$ cat src/hdl/ome_pkg.sv
// Shared types and constants of the order message field extractor.
// No dependencies.
package ome_pkg;

  localparam int COUNT_WIDTH   = 32;
  localparam int MAX_MSG_BYTES = 64;
  localparam int POS_W         = $clog2(MAX_MSG_BYTES);
  localparam int NUM_TYPES     = 7;
  localparam int SLOT_W        = 3;
  localparam int QUEUE_DEPTH   = 4;
  localparam int QPTR_W        = $clog2(QUEUE_DEPTH);

  // request codes
  localparam logic [1:0] REQ_BYTE  = 2'd0;
  localparam logic [1:0] REQ_EMPTY = 2'd1;
  localparam logic [1:0] REQ_READ  = 2'd2;

  // result status
  localparam logic [1:0] ST_OK      = 2'd0;
  localparam logic [1:0] ST_EMPTY   = 2'd1;
  localparam logic [1:0] ST_UNKNOWN = 2'd2;

  // message kinds
  localparam logic [2:0] KIND_ADD     = 3'd0;
  localparam logic [2:0] KIND_EXECUTE = 3'd1;
  localparam logic [2:0] KIND_CANCEL  = 3'd2;
  localparam logic [2:0] KIND_DELETE  = 3'd3;
  localparam logic [2:0] KIND_REPLACE = 3'd4;

  // type characters
  localparam logic [7:0] CH_B = "B";
  localparam logic [7:0] CH_F = "F";
  localparam logic [7:0] CH_A = "A";
  localparam logic [7:0] CH_C = "C";
  localparam logic [7:0] CH_E = "E";
  localparam logic [7:0] CH_X = "X";
  localparam logic [7:0] CH_D = "D";
  localparam logic [7:0] CH_U = "U";

  // counter slots, one per known type character
  localparam logic [SLOT_W-1:0] SLOT_F    = 3'd0;
  localparam logic [SLOT_W-1:0] SLOT_A    = 3'd1;
  localparam logic [SLOT_W-1:0] SLOT_C    = 3'd2;
  localparam logic [SLOT_W-1:0] SLOT_E    = 3'd3;
  localparam logic [SLOT_W-1:0] SLOT_X    = 3'd4;
  localparam logic [SLOT_W-1:0] SLOT_D    = 3'd5;
  localparam logic [SLOT_W-1:0] SLOT_U    = 3'd6;
  localparam logic [SLOT_W-1:0] SLOT_NONE = 3'd7;

  typedef logic [COUNT_WIDTH-1:0] count_t;

  typedef enum logic [1:0] {
    OP_BYTE  = 2'd0,
    OP_EMPTY = 2'd1,
    OP_READ  = 2'd2
  } op_e;

  typedef struct packed {
    logic [1:0] req_type;
    logic [7:0] data_byte;
    logic       end_of_msg;
  } in_beat_t;

  typedef struct packed {
    logic [1:0]  status;
    logic [2:0]  kind;
    logic [15:0] locate;
    logic [63:0] order_id;
    logic [63:0] new_order_id;
    logic [31:0] quantity;
    logic [31:0] price;
    logic        is_sell;
    logic [31:0] count_value;
  } result_t;

  // classified beat passed from front to back
  typedef struct packed {
    op_e               op;
    logic [SLOT_W-1:0] slot;
    logic [POS_W-1:0]  pos;
    logic [7:0]        data;
    logic              last;
  } beat_t;

endpackage

$ cat src/hdl/ome_front.sv
// Front end: accepts input beats, tracks byte position and message type,
// and classifies each beat for the back end. Depends on ome_pkg.
module ome_front import ome_pkg::*; (
  input  logic     clk_i,
  input  logic     rst_ni,
  input  logic     push,
  input  in_beat_t in_beat_i,
  input  logic     q_full_i,
  output logic     q_push_o,
  output beat_t    q_beat_o
);

  logic [POS_W-1:0]  pos_q, pos_d;
  logic [SLOT_W-1:0] slot_q, slot_d;
  logic              accept;
  logic [SLOT_W-1:0] byte_slot;

  function automatic logic [SLOT_W-1:0] type_slot(logic [7:0] t);
    logic [SLOT_W-1:0] s;
    unique case (t)
      CH_F:    s = SLOT_F;
      CH_A:    s = SLOT_A;
      CH_C:    s = SLOT_C;
      CH_E:    s = SLOT_E;
      CH_X:    s = SLOT_X;
      CH_D:    s = SLOT_D;
      CH_U:    s = SLOT_U;
      default: s = SLOT_NONE;
    endcase
    return s;
  endfunction

  assign accept    = push && !q_full_i;
  // byte 0 carries the type; later bytes use the stored one
  assign byte_slot = (pos_q == '0) ? type_slot(in_beat_i.data_byte) : slot_q;

  always_comb begin
    pos_d         = pos_q;
    slot_d        = slot_q;
    q_push_o      = 1'b0;
    q_beat_o.op   = OP_BYTE;
    q_beat_o.slot = byte_slot;
    q_beat_o.pos  = pos_q;
    q_beat_o.data = in_beat_i.data_byte;
    q_beat_o.last = in_beat_i.end_of_msg;
    unique case (in_beat_i.req_type)
      REQ_BYTE: begin
        q_push_o = accept;
        if (accept) begin
          slot_d = byte_slot;
          if (in_beat_i.end_of_msg) begin
            pos_d = '0;
          end else if (pos_q != POS_W'(MAX_MSG_BYTES - 1)) begin
            pos_d = pos_q + 1'b1;
          end
        end
      end
      REQ_EMPTY: begin
        q_push_o    = accept;
        q_beat_o.op = OP_EMPTY;
        if (accept) begin
          pos_d  = '0;
          slot_d = SLOT_NONE;
        end
      end
      REQ_READ: begin
        q_push_o      = accept;
        q_beat_o.op   = OP_READ;
        q_beat_o.slot = type_slot(in_beat_i.data_byte);
      end
      default: ;  // unused code, dropped
    endcase
  end

  always_ff @(posedge clk_i or negedge rst_ni) begin
    if (!rst_ni) begin
      pos_q  <= '0;
      slot_q <= SLOT_NONE;
    end else begin
      pos_q  <= pos_d;
      slot_q <= slot_d;
    end
  end

endmodule

$ cat src/hdl/ome_queue.sv
// Short queue of classified beats between front and back end.
// Depends on ome_pkg.
module ome_queue import ome_pkg::*; (
  input  logic  clk_i,
  input  logic  rst_ni,
  input  logic  push_i,
  input  beat_t beat_i,
  output logic  full_o,
  input  logic  pop_i,
  output logic  empty_o,
  output beat_t head_o
);

  beat_t             mem_q [QUEUE_DEPTH];
  logic [QPTR_W-1:0] wr_q, rd_q;
  logic [QPTR_W:0]   cnt_q;
  logic              do_push, do_pop;

  assign full_o  = (cnt_q == (QPTR_W + 1)'(QUEUE_DEPTH));
  assign empty_o = (cnt_q == '0);
  assign head_o  = mem_q[rd_q];
  assign do_push = push_i && !full_o;
  assign do_pop  = pop_i && !empty_o;

  always_ff @(posedge clk_i) begin
    if (do_push) begin
      mem_q[wr_q] <= beat_i;
    end
  end

  always_ff @(posedge clk_i or negedge rst_ni) begin
    if (!rst_ni) begin
      wr_q  <= '0;
      rd_q  <= '0;
      cnt_q <= '0;
    end else begin
      if (do_push) begin
        wr_q <= wr_q + 1'b1;
      end
      if (do_pop) begin
        rd_q <= rd_q + 1'b1;
      end
      cnt_q <= cnt_q + (QPTR_W + 1)'(do_push) - (QPTR_W + 1)'(do_pop);
    end
  end

endmodule

$ cat src/hdl/ome_back.sv
// Back end: gathers message fields, keeps the counters and holds results
// in a two-entry output queue. Depends on ome_pkg.
module ome_back import ome_pkg::*; (
  input  logic    clk_i,
  input  logic    rst_ni,
  input  logic    q_empty_i,
  input  beat_t   q_head_i,
  output logic    q_pop_o,
  output logic    empty,
  input  logic    pop,
  output result_t result_o
);

  logic [15:0] loc_q, loc_d;
  logic [63:0] ord_q, ord_d;
  logic [63:0] nid_q, nid_d;
  logic [31:0] qty_q, qty_d;
  logic [31:0] prc_q, prc_d;
  logic [7:0]  side_q, side_d;
  count_t      total_q, total_d;
  count_t      cnt_q [NUM_TYPES];
  count_t      cnt_d [NUM_TYPES];

  result_t     oq_q [2];
  logic        oq_head_q;
  logic [1:0]  oq_cnt_q;
  logic        oq_pop;
  logic        oq_wr_idx;

  result_t     res;
  logic        res_vld;
  logic        take;
  logic        known;
  logic [2:0]  kind;

  function automatic logic [63:0] gather(logic [63:0] acc, logic [POS_W-1:0] pos,
                                         int start, int len, logic [7:0] b);
    int p;
    logic [63:0] r;
    p = int'(pos);
    r = acc;
    if (p >= start && p < start + len) begin
      r = acc | (64'(b) << (8 * (start + len - 1 - p)));
    end
    return r;
  endfunction

  function automatic logic [2:0] kind_of(logic [SLOT_W-1:0] s);
    logic [2:0] k;
    unique case (s)
      SLOT_F, SLOT_A: k = KIND_ADD;
      SLOT_C, SLOT_E: k = KIND_EXECUTE;
      SLOT_X:         k = KIND_CANCEL;
      SLOT_D:         k = KIND_DELETE;
      SLOT_U:         k = KIND_REPLACE;
      default:        k = KIND_ADD;
    endcase
    return k;
  endfunction

  function automatic count_t bump(count_t c);
    return (c != '1) ? c + 1'b1 : c;
  endfunction

  function automatic logic [31:0] count_low(count_t c);
    logic [63:0] w;
    w = 64'(c);
    return w[31:0];
  endfunction

  assign take      = !q_empty_i && (oq_cnt_q != 2'd2);
  assign q_pop_o   = take;
  assign known     = (q_head_i.slot != SLOT_NONE);
  assign kind      = kind_of(q_head_i.slot);
  assign empty     = (oq_cnt_q == 2'd0);
  assign result_o  = oq_q[oq_head_q];
  assign oq_pop    = pop && !empty;
  assign oq_wr_idx = oq_head_q ^ oq_cnt_q[0];

  always_comb begin
    loc_d   = loc_q;
    ord_d   = ord_q;
    nid_d   = nid_q;
    qty_d   = qty_q;
    prc_d   = prc_q;
    side_d  = side_q;
    total_d = total_q;
    cnt_d   = cnt_q;
    res     = '0;
    res_vld = 1'b0;
    if (take) begin
      unique case (q_head_i.op)
        OP_EMPTY: begin
          res_vld         = 1'b1;
          res.status      = ST_EMPTY;
          res.count_value = count_low(total_q);
          loc_d  = '0;
          ord_d  = '0;
          nid_d  = '0;
          qty_d  = '0;
          prc_d  = '0;
          side_d = '0;
        end
        OP_READ: begin
          res_vld         = 1'b1;
          res.status      = ST_OK;
          res.count_value = known ? count_low(cnt_q[q_head_i.slot]) : 32'd0;
        end
        OP_BYTE: begin
          if (known) begin
            loc_d = 16'(gather(64'(loc_q), q_head_i.pos, 1, 2, q_head_i.data));
            ord_d = gather(ord_q, q_head_i.pos, 11, 8, q_head_i.data);
            case (kind)
              KIND_ADD: begin
                if (q_head_i.pos == POS_W'(19)) begin
                  side_d = q_head_i.data;
                end
                qty_d = 32'(gather(64'(qty_q), q_head_i.pos, 20, 4, q_head_i.data));
                prc_d = 32'(gather(64'(prc_q), q_head_i.pos, 32, 4, q_head_i.data));
              end
              KIND_EXECUTE, KIND_CANCEL: begin
                qty_d = 32'(gather(64'(qty_q), q_head_i.pos, 19, 4, q_head_i.data));
              end
              KIND_REPLACE: begin
                nid_d = gather(nid_q, q_head_i.pos, 19, 8, q_head_i.data);
                qty_d = 32'(gather(64'(qty_q), q_head_i.pos, 27, 4, q_head_i.data));
                prc_d = 32'(gather(64'(prc_q), q_head_i.pos, 31, 4, q_head_i.data));
              end
              default: ;
            endcase
          end
          if (q_head_i.last) begin
            res_vld = 1'b1;
            if (!known) begin
              res.status      = ST_UNKNOWN;
              res.count_value = count_low(total_q);
            end else begin
              total_d                = bump(total_q);
              cnt_d[q_head_i.slot]   = bump(cnt_q[q_head_i.slot]);
              res.status             = ST_OK;
              res.kind               = kind;
              res.locate             = loc_d;
              res.order_id           = ord_d;
              res.new_order_id       = nid_d;
              res.quantity           = qty_d;
              res.price              = prc_d;
              res.is_sell            = (kind == KIND_ADD) && (side_d != CH_B);
              res.count_value        = count_low(total_d);
            end
            // message done, start the next one from zero
            loc_d  = '0;
            ord_d  = '0;
            nid_d  = '0;
            qty_d  = '0;
            prc_d  = '0;
            side_d = '0;
          end
        end
        default: ;
      endcase
    end
  end

  always_ff @(posedge clk_i or negedge rst_ni) begin
    if (!rst_ni) begin
      loc_q   <= '0;
      ord_q   <= '0;
      nid_q   <= '0;
      qty_q   <= '0;
      prc_q   <= '0;
      side_q  <= '0;
      total_q <= '0;
      for (int i = 0; i < NUM_TYPES; i++) begin
        cnt_q[i] <= '0;
      end
      oq_head_q <= 1'b0;
      oq_cnt_q  <= 2'd0;
    end else begin
      loc_q   <= loc_d;
      ord_q   <= ord_d;
      nid_q   <= nid_d;
      qty_q   <= qty_d;
      prc_q   <= prc_d;
      side_q  <= side_d;
      total_q <= total_d;
      cnt_q   <= cnt_d;
      if (oq_pop) begin
        oq_head_q <= ~oq_head_q;
      end
      oq_cnt_q <= oq_cnt_q + 2'(res_vld) - 2'(oq_pop);
    end
  end

  always_ff @(posedge clk_i) begin
    if (res_vld) begin
      oq_q[oq_wr_idx] <= res;
    end
  end

endmodule

$ cat src/hdl/order_message_field_extractor.sv
// Top level of the order message field extractor.
// Depends on ome_pkg, ome_front, ome_queue and ome_back.
//
// Takes one message byte (or an empty-message or count-read request) per
// clock and gives one result per finished message, empty message or count
// read. Throughput is one beat per cycle as long as results are popped. The
// front end classifies each accepted beat into a four-beat queue; the back
// end gathers fields and counts, then registers each result into a two-entry
// output queue that drives the result ports. full rises only once the
// four-beat queue fills, i.e. after the result side stalls.
module order_message_field_extractor import ome_pkg::*; (
  input  logic     clk_i,
  input  logic     rst_ni,
  input  logic     push,
  output logic     full,
  input  in_beat_t in_beat_i,
  output logic     empty,
  input  logic     pop,
  output result_t  result_o
);

  logic  q_push, q_full, q_pop, q_empty;
  beat_t q_beat, q_head;

  assign full = q_full;

  ome_front u_front (
    .clk_i     (clk_i),
    .rst_ni    (rst_ni),
    .push      (push),
    .in_beat_i (in_beat_i),
    .q_full_i  (q_full),
    .q_push_o  (q_push),
    .q_beat_o  (q_beat)
  );

  ome_queue u_queue (
    .clk_i   (clk_i),
    .rst_ni  (rst_ni),
    .push_i  (q_push),
    .beat_i  (q_beat),
    .full_o  (q_full),
    .pop_i   (q_pop),
    .empty_o (q_empty),
    .head_o  (q_head)
  );

  ome_back u_back (
    .clk_i     (clk_i),
    .rst_ni    (rst_ni),
    .q_empty_i (q_empty),
    .q_head_i  (q_head),
    .q_pop_o   (q_pop),
    .empty     (empty),
    .pop       (pop),
    .result_o  (result_o)
  );

endmodule

$ cat config.mk
export PLATFORM = sky130hd
export DESIGN_NAME = order_message_field_extractor
export DESIGN_NICKNAME = d
export VERILOG_FILES = /design/src/hdl/ome_pkg.sv /design/src/hdl/ome_front.sv /design/src/hdl/ome_queue.sv /design/src/hdl/ome_back.sv /design/src/hdl/order_message_field_extractor.sv
export SDC_FILE = /design/constraint.sdc
export NUM_CORES = 2
export LEC_CHECK = 0
export BUFFER_PORTS_ARGS = -buffer_cell sky130_fd_sc_hd__buf_2
export CAP_MARGIN = 40
export CORE_MARGIN = 5
export CORE_UTILIZATION = 29
export CTS_CLUSTER_SIZE = 10
export DETAILED_ROUTE_END_ITERATION = 10
export HOLD_SLACK_MARGIN = 0.15
export MAX_ROUTING_LAYER = met4
export PLACE_DENSITY = 0.5
export SYNTH_ARGS = -nofsm -noshare
export SYNTH_HDL_FRONTEND = slang
export SYNTH_SLANG_ARGS = --single-unit
$ cat constraint.sdc
create_clock -name clk_i -period 36.2 [get_ports clk_i]
set_input_delay 7.24 -clock clk_i [delete_from_list [all_inputs] [get_ports clk_i]]
set_output_delay 7.24 -clock clk_i [all_outputs]
set_load 0.005 [all_outputs]
==> flow_metrics.py <==
metrics = {
    "status": {
        "status": "finished clean",
    },
    "critical_path": {
        "worstPathMaxFanout": 73,
        "critPathCaptureType": "primary output",
        "r2r-start": "u_queue.rd_q[0]",
        "required_ps": 28960,
        "r2r_end": "u_back.cnt_q[130]",
        "critical_path_class": "flop to primary output",
        "r2r_slack_ps": 30100,
        "start_kind": "flop",
        "rr_worst_depth": 12,
        "worstPathArrival_ps": 4730,
    },
    "clocking": {
        "cts_buffers": 119,
        "clock_tree.buffer_depth": 3,
        "cts.clk_slew.worst_paths_ps": 50,
        "cts_root_buffer": "clkbuf_16",
        "cts.repair.resized": 0,
        "clock_latency_ps": 760,
        "cts_setup_buffers": 0,
        "cts-hold-fix-buffers": 0,
        "cts_max_level": 3,
        "cts_tree": "done",
        "clock-sinks": 1063,
    },
    "logic_synthesis": {
        "yosys.area.top_type": "edfxtp_1",
        "synth_cell_type_count": 109,
        "synth-async-reset-ratio": 0.462,
        "yosys-top-cells-area": "edfxtp_1, dfrtp_1, mux2_2, a21oi_1, nor2_1",
        "post-synth-top-count-cell": "edfxtp_1",
        "ys_seq_area_frac": 0.627,
        "synth_edf_count": 572,
        "yosysTopAreaCellShare": 0.365,
        "yosys_warnings": 0,
        "ys_ff_latch": 1063,
        "synth-main-ff-cell": "edfxtp_1",
        "synth_common_cells": "edfxtp_1, dfrtp_1, nor2_1, mux2_2, a21oi_1",
        "synth.cell_area_um2": 47000,
        "synth_nets": 3706,
        "syn_avg_cell_area_um2": 12.8,
        "synthCells": 3663,
    },
    "timing": {
        "period_share": 0.331,
        "slew_headroom": 0.341,
        "setup-violations-final": 0,
        "fin_skew_ps": 47.8,
        "fmax_mhz": 83.5,
        "grt_setup_unrepaired": "no",
        "period_needed_ps": 11970,
        "finalHoldViolCount": 0,
        "worst_pin_slew_ps": 964,
        "final.setup.tns_ps": 0,
        "slew_viol_final": 0,
    },
    "drt": {
        "drt_iter0_drc": 2481,
        "drc": 0,
        "viasPerCell": 5.00,
        "post_drt_wl_per_cell_um": 22.7,
        "first_pass_iters": 5,
        "totalWireLength_mm": 140,
        "via_count": 30800,
        "antenna_left": 0,
    },
    "job": {
        "drv_cap": 0,
    },
    "floorplan": {
        "start_util": 0.292,
        "rows": 147,
        "io_pins": 263,
        "die_h_um": 413,
        "die_x_um": 413,
        "core_area_um2": 161000,
        "fp.dieArea_um2": 170000,
    },
    "power": {
        "p_sw_mw": 1.87,
        "ir_worst_vdd_mv": 0.0695,
        "p_leak_nw": 21.4,
        "total_power_mw": 4.84,
        "p_clk_frac": 0.231,
        "p_int_mw": 2.97,
        "pwr-share-comb": 0.380,
        "seqPwrFrac": 0.389,
        "switching_share": 0.386,
        "p_per_area_nw_per_um2": 88.3,
    },
    "layout": {
        "synthToLayoutAreaGrowth_pct": 16.5,
        "num-fill-cells": 15900,
        "drive_gt1_frac": 0.247,
        "finalNetCount": 3949,
        "regArea_um2": 29500,
        "multi_input_area_um2": 16300,
        "n_antenna_cell": 0,
    },
    "grt": {
        "grt_pass1_wl_mm": 208,
        "grt_max_degree": 99,
        "grt_util_all_layers": 0.165,
        "antenna_found_initial": 4,
        "grt_pass1_vias": 30800,
        "grt_overflow": 0,
    },
    "worst_hold_path": {
        "holdPathStages": 2,
        "hold_path_class": "flop to flop",
        "hold_end": "u_back.cnt_q[70]",
        "min-delay-start": "u_back.cnt_q[70]",
    },
    "placement": {
        "gp_congestion": 0.825,
        "hpwl_mm": 91.1,
        "io_buffer_count": 262,
    },
}
## state kept, by name, summed over array words and instances (netlist names), 32 cells and up
register and flops:
u_back.oq_q 492, u_back.cnt_q 224, u_queue.mem_q 80, u_back.nid_q 64, u_back.ord_q 64, u_back.prc_q 32, u_back.qty_q 32, u_back.total_q 32
## logic make-up (layout without fill, tap and decap cells)
kind of cell               count (synthesis)  in the layout  synth area share
DFF                                     1063           1063             0.627
and+or+nand+nor                          917            917            0.0909
AOI/OAI and AO/OA                        815            815             0.116
muxes                                    469            469             0.117
buffers and inverters                    299            638            0.0274
xor gates and xnor gates                  72             72            0.0145
adders and majority gates                 28             28           0.00761
## metrics by stage
stage          instance area [um^2]  hold slack (ps)  utilization  instances  setup slack (ps)
2_1_floorplan                 47000              442            -       3663             21820
3_3_place_gp                  50600              455        0.314       5905             25030
3_5_place_dp                  51200              463        0.318       5944             24970
4_1_cts                       54800              476        0.340       6161             24110
5_1_grt                       54800              497        0.340       6162             23970
6_report                      54800              475        0.340       6162             24230
## power by group through the flow
stage	Clock (mW)	Combinational, mW	Sequential, mW
after floorplan	0	1.07	1.98
after global placement	0	1.80	1.92
after detailed placement	0	1.87	1.91
after CTS	1.15	1.87	1.89
after global routing	1.19	1.98	1.91
final	1.12	1.84	1.88
## worst max path at each step
stage | slack (ps) | cells after the start | endpoint | startpoint
2_1_floorplan | 21820 | 10 | u_back.oq_q[0][0] | u_queue.rd_q[0]
3_3_place_gp | 25030 | 5 | result_o[94] | u_back.oq_head_q
3_5_place_dp | 24970 | 5 | result_o[79] | u_back.oq_head_q
4_1_cts | 24110 | 5 | result_o[79] | u_back.oq_head_q
5_1_grt | 23970 | 5 | result_o[74] | u_back.oq_head_q
6_report | 24230 | 5 | result_o[79] | u_back.oq_head_q
## cell usage in the layout, fill, tap and decap left out, types with 45 or more instances in the layout
cell type and count:
edfxtp_1 572, buf_2 264, nor2_1 397, mux2_2 361, a21oi_1 323, nand4_1 45
nand2_1 234, dfrtp_1 487, mux2i_1 75, clkbuf_1 82, clkbuf_16 119, o21ai_0 114
buf_4 102, a22o_1 161
## worst max-delay path, cell delays in order (launching register included)
cell	delay, ps
dfrtp_4	920
buf_4	710
buf_4	770
buf_4	750
mux2_2	420
buf_2	130
## per-layer routing
metal	up-vias	GRT usage	share of wire	wire [um]
met5	-	-	0	0
met4	0	0.0417	0.022	3040
met3	179	0.0252	0.053	7390
met2	825	0.258	0.47	65200
met1	15800	0.226	0.46	64100
li1	14000	-	-	-
## final cells by class
class | instances | area share
flip-flops and latches | 1063 | 0.538
multi-input cells | 2301 | 0.298
well taps | 2160 | 0.0493
clock inverters | 11 | 0.00406
clock buffers | 206 | 0.0612
repair buffers | 388 | 0.0470
inverters | 33 | 0.00226
No activity file was read; power rests on OpenSTA's default activity.
